`config.mk`:
```
export PLATFORM = sky130hd
export DESIGN_NAME = sha256_block_hash
export DESIGN_NICKNAME = d
export VERILOG_FILES = /design/src/hw/rtl/shb_pkg.sv /design/src/hw/rtl/shb_sched.sv /design/src/hw/rtl/shb_round.sv /design/src/hw/rtl/sha256_block_hash.sv
export SDC_FILE = /design/constraint.sdc
export NUM_CORES = 2
export LEC_CHECK = 0
export ABC_CLOCK_PERIOD_IN_PS = 10000
export BUFFER_PORTS_ARGS = -buffer_cell sky130_fd_sc_hd__buf_2
export CAP_MARGIN = 0
export CORE_MARGIN = 2
export CORE_UTILIZATION = 30
export DETAILED_ROUTE_END_ITERATION = 8
export PLACE_DENSITY_LB_ADDON = 0.08
export SLEW_MARGIN = 20
export SYNTH_ARGS = -nofsm -noshare
export SYNTH_HDL_FRONTEND = slang
export SYNTH_SLANG_ARGS = --single-unit
```
`constraint.sdc`:
```
create_clock -name clk -period 10 [get_ports clk]
set_input_delay 2 -clock clk [delete_from_list [all_inputs] [get_ports clk]]
set_output_delay 2 -clock clk [all_outputs]
set_load 0.02 [all_outputs]
```
`src/hw/rtl/shb_pkg.sv`:
```
package shb_pkg;

    localparam int WORD_W     = 32;
    localparam int HASH_WORDS = 8;
    localparam int WIN_WORDS  = 16;
    localparam int ROUNDS     = 64;
    localparam int POS_W      = $clog2(WIN_WORDS);
    localparam int CNT_W      = $clog2(ROUNDS);
    localparam int OIDX_W     = $clog2(HASH_WORDS);

    typedef logic [WORD_W-1:0] word_t;

    // Working variables a..h sit at indices 0..7.
    typedef logic [HASH_WORDS-1:0][WORD_W-1:0] hash_t;

    localparam hash_t INIT_HASH = {
        32'h5be0cd19, 32'h1f83d9ab, 32'h9b05688c, 32'h510e527f,
        32'ha54ff53a, 32'h3c6ef372, 32'hbb67ae85, 32'h6a09e667
    };

    typedef struct packed {
        word_t message_word;
        logic  first_of_message;
        logic  last_of_message;
    } shb_in_t;

    typedef struct packed {
        word_t digest_word;
        logic  digest_last;
    } shb_out_t;

    typedef struct packed {
        logic             wr_en;
        logic [POS_W-1:0] wr_idx;
        word_t            wr_data;
        logic             shift;
    } shb_sched_ctl_t;

    typedef struct packed {
        logic load;
        logic step;
    } shb_round_ctl_t;

    function automatic word_t small_sigma0(input word_t x);
        return {x[6:0], x[31:7]} ^ {x[17:0], x[31:18]} ^ {3'b000, x[31:3]};
    endfunction

    function automatic word_t small_sigma1(input word_t x);
        return {x[16:0], x[31:17]} ^ {x[18:0], x[31:19]} ^ {10'b0, x[31:10]};
    endfunction

    function automatic word_t big_sigma0(input word_t x);
        return {x[1:0], x[31:2]} ^ {x[12:0], x[31:13]} ^ {x[21:0], x[31:22]};
    endfunction

    function automatic word_t big_sigma1(input word_t x);
        return {x[5:0], x[31:6]} ^ {x[10:0], x[31:11]} ^ {x[24:0], x[31:25]};
    endfunction

    function automatic word_t round_k(input logic [CNT_W-1:0] idx);
        word_t k;
        unique case (idx)
            6'd0:  k = 32'h428a2f98;
            6'd1:  k = 32'h71374491;
            6'd2:  k = 32'hb5c0fbcf;
            6'd3:  k = 32'he9b5dba5;
            6'd4:  k = 32'h3956c25b;
            6'd5:  k = 32'h59f111f1;
            6'd6:  k = 32'h923f82a4;
            6'd7:  k = 32'hab1c5ed5;
            6'd8:  k = 32'hd807aa98;
            6'd9:  k = 32'h12835b01;
            6'd10: k = 32'h243185be;
            6'd11: k = 32'h550c7dc3;
            6'd12: k = 32'h72be5d74;
            6'd13: k = 32'h80deb1fe;
            6'd14: k = 32'h9bdc06a7;
            6'd15: k = 32'hc19bf174;
            6'd16: k = 32'he49b69c1;
            6'd17: k = 32'hefbe4786;
            6'd18: k = 32'h0fc19dc6;
            6'd19: k = 32'h240ca1cc;
            6'd20: k = 32'h2de92c6f;
            6'd21: k = 32'h4a7484aa;
            6'd22: k = 32'h5cb0a9dc;
            6'd23: k = 32'h76f988da;
            6'd24: k = 32'h983e5152;
            6'd25: k = 32'ha831c66d;
            6'd26: k = 32'hb00327c8;
            6'd27: k = 32'hbf597fc7;
            6'd28: k = 32'hc6e00bf3;
            6'd29: k = 32'hd5a79147;
            6'd30: k = 32'h06ca6351;
            6'd31: k = 32'h14292967;
            6'd32: k = 32'h27b70a85;
            6'd33: k = 32'h2e1b2138;
            6'd34: k = 32'h4d2c6dfc;
            6'd35: k = 32'h53380d13;
            6'd36: k = 32'h650a7354;
            6'd37: k = 32'h766a0abb;
            6'd38: k = 32'h81c2c92e;
            6'd39: k = 32'h92722c85;
            6'd40: k = 32'ha2bfe8a1;
            6'd41: k = 32'ha81a664b;
            6'd42: k = 32'hc24b8b70;
            6'd43: k = 32'hc76c51a3;
            6'd44: k = 32'hd192e819;
            6'd45: k = 32'hd6990624;
            6'd46: k = 32'hf40e3585;
            6'd47: k = 32'h106aa070;
            6'd48: k = 32'h19a4c116;
            6'd49: k = 32'h1e376c08;
            6'd50: k = 32'h2748774c;
            6'd51: k = 32'h34b0bcb5;
            6'd52: k = 32'h391c0cb3;
            6'd53: k = 32'h4ed8aa4a;
            6'd54: k = 32'h5b9cca4f;
            6'd55: k = 32'h682e6ff3;
            6'd56: k = 32'h748f82ee;
            6'd57: k = 32'h78a5636f;
            6'd58: k = 32'h84c87814;
            6'd59: k = 32'h8cc70208;
            6'd60: k = 32'h90befffa;
            6'd61: k = 32'ha4506ceb;
            6'd62: k = 32'hbef9a3f7;
            6'd63: k = 32'hc67178f2;
            default: k = 32'h0;
        endcase
        return k;
    endfunction

endpackage

```
`src/hw/rtl/shb_sched.sv`:
```
// Sixteen-word message window. Words are written by position while a block
// is collected; during compression the window shifts once per round and the
// new schedule word is expanded into the top.
module shb_sched
    import shb_pkg::*;
(
    input  logic           clk,
    input  shb_sched_ctl_t ctl,
    output word_t          w_head
);

    word_t win_reg [WIN_WORDS];
    word_t expand_next;

    always_comb
    begin
        expand_next = small_sigma1(win_reg[WIN_WORDS-2]) + win_reg[WIN_WORDS-7]
                    + small_sigma0(win_reg[1]) + win_reg[0];
    end

    assign w_head = win_reg[0];

    always_ff @(posedge clk)
    begin
        if (ctl.shift)
        begin
            for (int i = 0; i < WIN_WORDS - 1; i++)
            begin
                win_reg[i] <= win_reg[i+1];
            end
            win_reg[WIN_WORDS-1] <= expand_next;
        end
        else if (ctl.wr_en)
        begin
            win_reg[ctl.wr_idx] <= ctl.wr_data;
        end
    end

endmodule

```
`src/hw/rtl/shb_round.sv`:
```
// One SHA-256 round per step on the working variables a..h, with its own
// round counter that selects the round constant.
module shb_round
    import shb_pkg::*;
(
    input  logic           clk,
    input  logic           rst_n,
    input  shb_round_ctl_t ctl,
    input  hash_t          chain,
    input  word_t          w_head,
    output hash_t          work,
    output logic           last_round
);

    hash_t            work_reg;
    hash_t            work_next;
    logic [CNT_W-1:0] cnt_reg;
    logic [CNT_W-1:0] cnt_next;
    word_t            t1;
    word_t            t2;
    word_t            choose;
    word_t            major;

    always_comb
    begin
        choose = (work_reg[4] & work_reg[5]) ^ (~work_reg[4] & work_reg[6]);
        major  = (work_reg[0] & work_reg[1]) ^ (work_reg[0] & work_reg[2])
               ^ (work_reg[1] & work_reg[2]);
        t1 = work_reg[7] + big_sigma1(work_reg[4]) + choose + round_k(cnt_reg) + w_head;
        t2 = big_sigma0(work_reg[0]) + major;
        work_next    = work_reg;
        work_next[0] = t1 + t2;
        work_next[1] = work_reg[0];
        work_next[2] = work_reg[1];
        work_next[3] = work_reg[2];
        work_next[4] = work_reg[3] + t1;
        work_next[5] = work_reg[4];
        work_next[6] = work_reg[5];
        work_next[7] = work_reg[6];
    end

    always_comb
    begin
        cnt_next = cnt_reg;
        if (ctl.load)
        begin
            cnt_next = '0;
        end
        else if (ctl.step)
        begin
            cnt_next = cnt_reg + 1'b1;
        end
    end

    always_ff @(posedge clk or negedge rst_n)
    begin
        if (!rst_n)
        begin
            cnt_reg <= '0;
        end
        else
        begin
            cnt_reg <= cnt_next;
        end
    end

    always_ff @(posedge clk)
    begin
        if (ctl.load)
        begin
            work_reg <= chain;
        end
        else if (ctl.step)
        begin
            work_reg <= work_next;
        end
    end

    assign work       = work_reg;
    assign last_round = (cnt_reg == CNT_W'(ROUNDS - 1));

endmodule

```
`src/hw/rtl/sha256_block_hash.sv`:
```
// A word that does not complete a block is taken while idle; the sixteenth
// word of a block runs the single round unit through all its rounds, then
// the add state folds the result into the chain. After a word flagged last
// the eight digest words follow at one per cycle while out_ready is high.
// No word is taken during compression or output. Reset loads the initial
// hash, clears the word position and idles.
module sha256_block_hash
    import shb_pkg::*;
(
    input  logic     clk,
    input  logic     rst_n,
    input  logic     in_valid,
    output logic     in_ready,
    input  shb_in_t  in_data,
    output logic     out_valid,
    input  logic     out_ready,
    output shb_out_t out_data
);

    // The sequencer. Words are collected while idle; a full block runs the
    // round unit, the add state folds the result into the chain, and the
    // output state hands out the digest one word at a time.
    typedef enum logic [3:0] {
        ST_IDLE  = 4'b0001,
        ST_ROUND = 4'b0010,
        ST_ADD   = 4'b0100,
        ST_OUT   = 4'b1000
    } state_t;

    state_t            state_reg;
    state_t            state_next;
    logic [POS_W-1:0]  pos_reg;
    logic [POS_W-1:0]  pos_next;
    logic [POS_W-1:0]  pos_eff;
    hash_t             chain_reg;
    hash_t             chain_next;
    logic              last_pend_reg;
    logic              last_pend_next;
    logic [OIDX_W-1:0] out_idx_reg;
    logic [OIDX_W-1:0] out_idx_next;
    logic              in_acc;
    shb_sched_ctl_t    sched_ctl;
    shb_round_ctl_t    round_ctl;
    word_t             w_head;
    hash_t             work;
    logic              rnd_last;

    assign in_ready = (state_reg == ST_IDLE);
    assign in_acc   = in_valid && in_ready;

    // A word flagged first always lands in slot 0 of a fresh block, whatever
    // partial block was being collected.
    assign pos_eff = in_data.first_of_message ? '0 : pos_reg;

    always_comb
    begin
        state_next     = state_reg;
        pos_next       = pos_reg;
        chain_next     = chain_reg;
        last_pend_next = last_pend_reg;
        out_idx_next   = out_idx_reg;
        sched_ctl      = '0;
        round_ctl      = '0;

        unique case (state_reg)
            ST_IDLE:
            begin
                if (in_acc)
                begin
                    sched_ctl.wr_en   = 1'b1;
                    sched_ctl.wr_idx  = pos_eff;
                    sched_ctl.wr_data = in_data.message_word;
                    if (in_data.first_of_message)
                    begin
                        chain_next = INIT_HASH;
                    end
                    if (pos_eff == POS_W'(WIN_WORDS - 1))
                    begin
                        // The block is complete: the working variables take
                        // the chain now, and the window receives its last
                        // word at the same edge.
                        pos_next       = '0;
                        last_pend_next = in_data.last_of_message;
                        round_ctl.load = 1'b1;
                        state_next     = ST_ROUND;
                    end
                    else if (in_data.last_of_message)
                    begin
                        // A partial block is abandoned; the digest is that of
                        // the blocks already compressed.
                        pos_next     = '0;
                        out_idx_next = '0;
                        state_next   = ST_OUT;
                    end
                    else
                    begin
                        pos_next = pos_eff + 1'b1;
                    end
                end
            end

            ST_ROUND:
            begin
                round_ctl.step  = 1'b1;
                sched_ctl.shift = 1'b1;
                if (rnd_last)
                begin
                    state_next = ST_ADD;
                end
            end

            ST_ADD:
            begin
                for (int i = 0; i < HASH_WORDS; i++)
                begin
                    chain_next[i] = chain_reg[i] + work[i];
                end
                if (last_pend_reg)
                begin
                    out_idx_next = '0;
                    state_next   = ST_OUT;
                end
                else
                begin
                    state_next = ST_IDLE;
                end
            end

            ST_OUT:
            begin
                if (out_ready)
                begin
                    out_idx_next = out_idx_reg + 1'b1;
                    if (out_idx_reg == OIDX_W'(HASH_WORDS - 1))
                    begin
                        state_next = ST_IDLE;
                    end
                end
            end

            default:
            begin
                state_next = ST_IDLE;
            end
        endcase
    end

    always_ff @(posedge clk or negedge rst_n)
    begin
        if (!rst_n)
        begin
            state_reg     <= ST_IDLE;
            pos_reg       <= '0;
            chain_reg     <= INIT_HASH;
            last_pend_reg <= 1'b0;
            out_idx_reg   <= '0;
        end
        else
        begin
            state_reg     <= state_next;
            pos_reg       <= pos_next;
            chain_reg     <= chain_next;
            last_pend_reg <= last_pend_next;
            out_idx_reg   <= out_idx_next;
        end
    end

    // The digest is read straight from the chain registers, which do not
    // change while the output state holds.
    assign out_valid            = (state_reg == ST_OUT);
    assign out_data.digest_word = chain_reg[out_idx_reg];
    assign out_data.digest_last = (out_idx_reg == OIDX_W'(HASH_WORDS - 1));

    shb_sched u_sched (
        .clk    (clk),
        .ctl    (sched_ctl),
        .w_head (w_head)
    );

    shb_round u_round (
        .clk        (clk),
        .rst_n      (rst_n),
        .ctl        (round_ctl),
        .chain      (chain_reg),
        .w_head     (w_head),
        .work       (work),
        .last_round (rnd_last)
    );

    a_ready_excl: assert property (@(posedge clk) disable iff (!rst_n)
        !(in_ready && out_valid))
        else $error("input and output handshakes open together");

    a_block_start: assert property (@(posedge clk) disable iff (!rst_n)
        in_acc && (pos_eff == POS_W'(WIN_WORDS - 1)) |=> (state_reg == ST_ROUND))
        else $error("sixteenth word did not start compression");

    a_round_end: assert property (@(posedge clk) disable iff (!rst_n)
        (state_reg == ST_ROUND) && rnd_last |=> (state_reg == ST_ADD))
        else $error("compression did not end after the last round");

    a_digest_end: assert property (@(posedge clk) disable iff (!rst_n)
        out_valid && out_ready && out_data.digest_last |=> in_ready)
        else $error("block not ready after the final digest word");

    a_last_pos: assert property (@(posedge clk) disable iff (!rst_n)
        in_acc && in_data.last_of_message |=> (pos_reg == '0))
        else $error("word position not cleared after a last word");

endmodule

```
# Word level (Yosys, flattened, before mapping)
# Memory sizes are Yosys's and may differ from the RTL's.
# Index checks and enable logic that the tools add are counted.
# totals
reg_bits	530
mem_bits_rw	512
rom_bits	2048
input_bits	38
out_inout_bits	35
wordCells	128
n_memories	2
# op_classes
n_addsub	21
magnitude_cmp	1
n_eq_ne	16
mux	40
n_bitwise	17
n_reduce_logical	10
# mem_list
memory	depth	width	read_ports	rd_clocked_by_memory_dff	write_ports	line	text
(name not given)	64	32	1	0	0	shb_pkg.sv:62	unique case (idx)
u_sched.win_reg	16	32	16	0	16	shb_sched.sv:12	word_t win_reg [WIN_WORDS];
# ops
operator	count
256-bit two-way mux	4
32-bit adder	18
256-bit one-hot mux with 2 select lines	1
32-bit bitwise XOR	9
32-bit AND	5
32-bit binary-select mux with 3-bit select	1
37-bit two-way mux	2
32-bit two-way mux	2
4-bit two-way mux	11
32-bit NOT	1
32-bit OR reduction	1
32-bit by 22-bit bitwise XOR with 32-bit output	1
32-bit by 29-bit bitwise XOR with 32-bit output	1
4-bit one-hot mux with 4 select lines	1
3-bit two-way mux	5
6-bit two-way mux	2
1-bit two-way mux	10
2-bit by 1-bit inequality test with 1-bit output (second input constant)	5
3-bit one-hot mux with 3 select lines	1
4-bit equality test (second input constant)	2
6-bit by 1-bit adder with 6-bit output (second input constant)	1
6-bit equality test (second input constant)	1
2-bit inequality test (second input constant)	3
3-bit AND reduction	2
14 further kinds	15

# Longest topological paths before layout
# logic_depth
ltp_word	9
mapped_depth	41
mapped_depth_nobuf	40

# Modules after synthesis
# From an unflattened synthesis, not the netlist that was laid out.
# unflattened
hier_cells	6854
area_unflattened_um2	73945.9
# modules_own_cells
module	instances	cells_per_inst	area_per_inst_um2	seq_area_each_um2
shb_sched	1	1740	26121.3	15374.7
sha256_block_hash	1	2710	23938.0	6877.8
shb_round	1	2404	23886.7	7837.5

# Worst setup path after synthesis
# Ideal clock, no wire load.
# synth_path
path_kind	input to register
from	in in_data[1] (netlist name)
to	reg u_round.work_reg, in the netlist u_round.work[0] (enable)
setup_ns	1.950
arrival_time_ns	8.061
required_ns	8.050
setup_slack_ns	-0.011
path_stages	10
n_path_buf	4
path_cell_list	clkbuf_1 -> nand2b_1 -> inv_1 -> ha_1 -> nand3_1 -> nand2b_1 -> clkbuf_1 -> clkbuf_1 -> clkbuf_1 -> nand2_1
# synth_between
elab_chain_cells	6
# synth_lines
item	line	text
from (decl)	sha256_block_hash.sv:14	input shb_in_t in_data,
4-bit two-way mux	sha256_block_hash.sv:53	assign pos_eff = in_data.first_of_message ? '0 : pos_reg;
4-bit equality test	sha256_block_hash.sv:77	if (pos_eff == POS_W'(WIN_WORDS - 1))
1-bit two-way mux	sha256_block_hash.sv:77	
1-bit two-way mux	sha256_block_hash.sv:68	if (in_acc)
1-bit two-way mux	sha256_block_hash.sv:65	unique case (state_reg)
2-bit nonzero test (no source line)	--	
to (signal assigned)	shb_round.sv:71	work_reg <= chain;
to (signal assigned)	shb_round.sv:75	work_reg <= work_next;
to (decl)	shb_round.sv:15	hash_t work_reg;
# Every way passes these cells.
# A chain may end at the register's enable or synchronous reset.

# Worst setup path in the final report
# layout_path
from	reg u_round.cnt_reg[0]
to	reg u_round.work_reg, in the netlist u_round.work[31] (data pin)
# layout_between
elab_chain_cells	6
# layout_lines
item	line	text
from (decl)	shb_round.sv:17	logic [CNT_W-1:0] cnt_reg;
from (signal assigned)	shb_round.sv:63	cnt_reg <= cnt_next;
memory read 64 x 32 bit	--	
32-bit adder (2 in a row)	shb_round.sv:29	t1 = work_reg[7] + big_sigma1(work_reg[4]) + choose + round_k(cnt_reg) + w_head;
32-bit adder	shb_round.sv:32	work_next[0] = t1 + t2;
256-bit two-way mux	shb_round.sv:73	else if (ctl.step)
256-bit two-way mux	shb_round.sv:69	if (ctl.load)
# Every way passes these cells. The select of a mux whose other input is x is not followed.

==> results.json <==
{
  "relSlewSlack_pct": 26.2,
  "synth_adder_area_share_pct": 12.5,
  "cp.required_ns": 10.55,
  "start_util_pct": 30.1,
  "skew_ns": 0.0607,
  "cts-root-buf": "clkbuf_16",
  "clockBufferDepth": 3,
  "final_common_cell": "nand2_1",
  "syn_area_per_cell_um2": 9.56,
  "row_count": 178,
  "seq_power_share_pct": 30.2,
  "mostFrequentLayoutCells": "nand2_1, o21ai_0, edfxtp_1",
  "grt_max_degree": 137,
  "syn2layout_area_growth_pct": 12.1,
  "seq_area_frac_synth_pct": 42.6,
  "synth-compound-area-share_pct": 17.1,
  "ys_async_sr_fraction_pct": 26.3,
  "drt.antenna.violating_nets": 0,
  "htreeDepth": 4,
  "hpwl_um": 215000,
  "final_layout_size_suffix_gt1_share_pct": 10.0,
  "post-cts-setup-buffer-count": 0,
  "cp-start-kind": "flip-flop",
  "grt_pass1_vias": 55500,
  "holdBufCountCts": 0,
  "cts_buffers": 141,
  "synth_top_family_by_area": "compound AO/OA/AOI/OAI gates",
  "rsz0062_at_grt": "false",
  "timing.hold.ws_ns": 0.496,
  "status": "completed",
  "track_usage_pct": 23.8,
  "yosysTopAreaCellShare_pct": 32.6,
  "tns_ns": 0,
  "fillers": 24300,
  "drc": 0,
  "first_pass_iters": 8,
  "final_nets": 7962,
  "hold_viol": 0,
  "fmaxAchievable_mhz": 106,
  "synth_xor_area_share_pct": 7.17,
  "syn-num-nets": 8022,
  "ys_warn_count": 0,
  "place.gp.congestion": 0.929,
  "dieArea_mm2": 0.239,
  "largest_reg_flops": 512,
  "synth_area_mm2": 0.0707,
  "worstSetupEndpointType": "flip-flop",
  "setup_viol": 0,
  "portBuffers": 72,
  "die_h_um": 489,
  "path_clk_slew_ns": 0.06,
  "synth-edff-count": 768,
  "post-route-min-period_ns": 9.40,
  "critical_path_class": "reg -> reg",
  "ys_ff_latch": 1042,
  "cp.arrival_ns": 9.95,
  "drv_cap": 0,
  "cts_sinks": 1042,
  "p_clk_share_pct": 28.9,
  "yosysUniqueCellTypes": 103,
  "viasPerCell": 5.23,
  "fp.dieW_um": 489,
  "synth_ff_type": "edfxtp_1",
  "synth_area_leaders": "edfxtp_1, nand2_1, ha_1",
  "grt-ovfl-total": 0,
  "synth_cells": 7396,
  "core_area_mm2": 0.235,
  "power.leakage_nw": 31.9,
  "ff_latch_area_mm2": 0.0301,
  "drt_iter0_markers": 3963,
  "hold_class": "reg -> reg",
  "slew_violations": 0,
  "p_comb_share_pct": 40.9,
  "grt_pass1_wl_um": 414000,
  "synth_mux_area_share_pct": 3.31,
  "crit_fanout": 10,
  "pin_count": 73,
  "p_per_area_mw_per_mm2": 217,
  "switching_share_pct": 38.4,
  "clkLatencyLatePin_ns": 0.83,
  "cp_slowest_cell": "fa_1",
  "wire_per_inst_um": 27.1,
  "cts_resized": 0,
  "internal_power_mw": 10.6,
  "cpPeakStageDelay_ns": 0.49,
  "p_sw_mw": 6.61,
  "multiInputGateArea_mm2": 0.0380,
  "fin_crit_sh_pct": 94.0,
  "worstMarginPinSlew_ns": 1.09,
  "cts_tree": "yes",
  "peakVddDrop_mv": 0.154,
  "routed_wl_um": 288000,
  "vias": 55500,
  "antenna_found_initial": 6,
  "synth_simple_gate_area_share_pct": 13.5,
  "yosys.area.top_type": "edfxtp_1"
}
-- synth_stat cells, types with 16 or more instances --
library cell / n
nand4_1: 17
o21a_1: 46
a21oi_1: 502
nor2_1: 372
nor3_1: 43
o22a_1: 17
nand2b_1: 76
nand3_1: 81
xor2_1: 200
o211ai_1: 30
mux4_2: 66
nand2_1: 1559
clkbuf_1: 387
a31oi_1: 48
o22ai_1: 16
a311oi_1: 16
a22o_1: 17
nor2b_1: 25
o21bai_1: 54
a21o_1: 190
a211oi_1: 48
dfstp_2: 137
a21boi_0: 17
edfxtp_1: 768
and3_1: 29
buf_1: 32
inv_1: 299
o21ai_1: 37
xnor2_1: 374
o31ai_1: 37
ha_1: 393
dfrtp_1: 137
mux2_2: 61
fa_1: 195
o21ai_0: 800
or3_1: 25
-- power groups by stage --
stage	clock (mW)	combinational [mW]	sequential, mW
6_report	4.97	7.04	5.19
5_1_grt	5.26	7.85	5.20
4_1_cts	5.10	7.06	5.19
3_5_place_dp	0	7.01	5.28
3_3_place_gp	0	6.98	5.28
2_1_floorplan	0	5.08	5.15
-- through the flow --
step	worst slack (ns)	instance area, µm²	utilization [%]	instances	power, mW
CTS	0.304	79200	33.7	10600	17.4
global route	0.0411	79200	33.7	10600	18.3
global placement	0.282	74700	31.8	10300	12.3
detailed placement	0.303	74700	31.8	10300	12.3
finish	0.605	79200	33.7	10600	17.2
floorplan	1.48	70700	-	7396	10.2
-- worst paths after layout --
| path | endpoint | slack (ns) | from | cells after the start |
|---|---|---|---|---|
| max in group asynchronous | chain_reg[225] | 6.96 | rst_n | 3 |
| hold reg to reg | u_sched.win_reg[4][26] | 0.50 | u_sched.win_reg[5][26] | 2 |
| setup reg to reg | u_round.work[31] | 0.60 | u_round.cnt_reg[0] | 37 |
| hold / removal | u_sched.win_reg[4][26] | 0.50 | u_sched.win_reg[5][26] | 2 |
| min in group asynchronous | chain_reg[124] | 1.09 | rst_n | 1 |
| setup / recovery | u_round.work[31] | 0.60 | u_round.cnt_reg[0] | 37 |
-- logic make-up (layout without fill, tap and decap cells) --
kind of cell,count (synthesis),count (layout)
AND/OR/NAND/NOR,2305,2305
XOR/XNOR,576,576
multiplexers,143,143
flip-flops,1042,1042
buffers and inverters,719,771
AO/OA/AOI/OAI,2020,2020
other,0,2
adder cells (fa/ha/maj),591,591
-- metal layers --
metal	track usage (%)	routed length, µm
met1	31.6	128000
met2	40.6	141000
met3	2.77	10400
met4	6.83	8580
met5	0	41
-- worst max-delay path, delay by kind of cell, from the launching register on --
kind / cells / cell delay (ns)
adder cells (fa/ha/maj): 8 / 3.42
AO/OA/AOI/OAI: 17 / 3.35
buffers and inverters: 6 / 0.89
XOR/XNOR: 2 / 0.45
AND/OR/NAND/NOR: 3 / 0.44
flip-flops: 1 / 0.37
multiplexers: 1 / 0.26
-- area by class of cell --
| cell class | count | area share [%] |
|---|---|---|
| Timing Repair Buffer | 216 | 1.93 |
| Inverter | 300 | 1.43 |
| Sequential cell | 1042 | 38.0 |
| Clock buffer | 197 | 4.85 |
| Clock inverter | 58 | 0.773 |
| Antenna cell | 2 | 0.00632 |
| Multi-Input combinational cell | 5635 | 48.0 |
| Tap cell | 3150 | 4.98 |
Power figures use the tool's default switching activity.
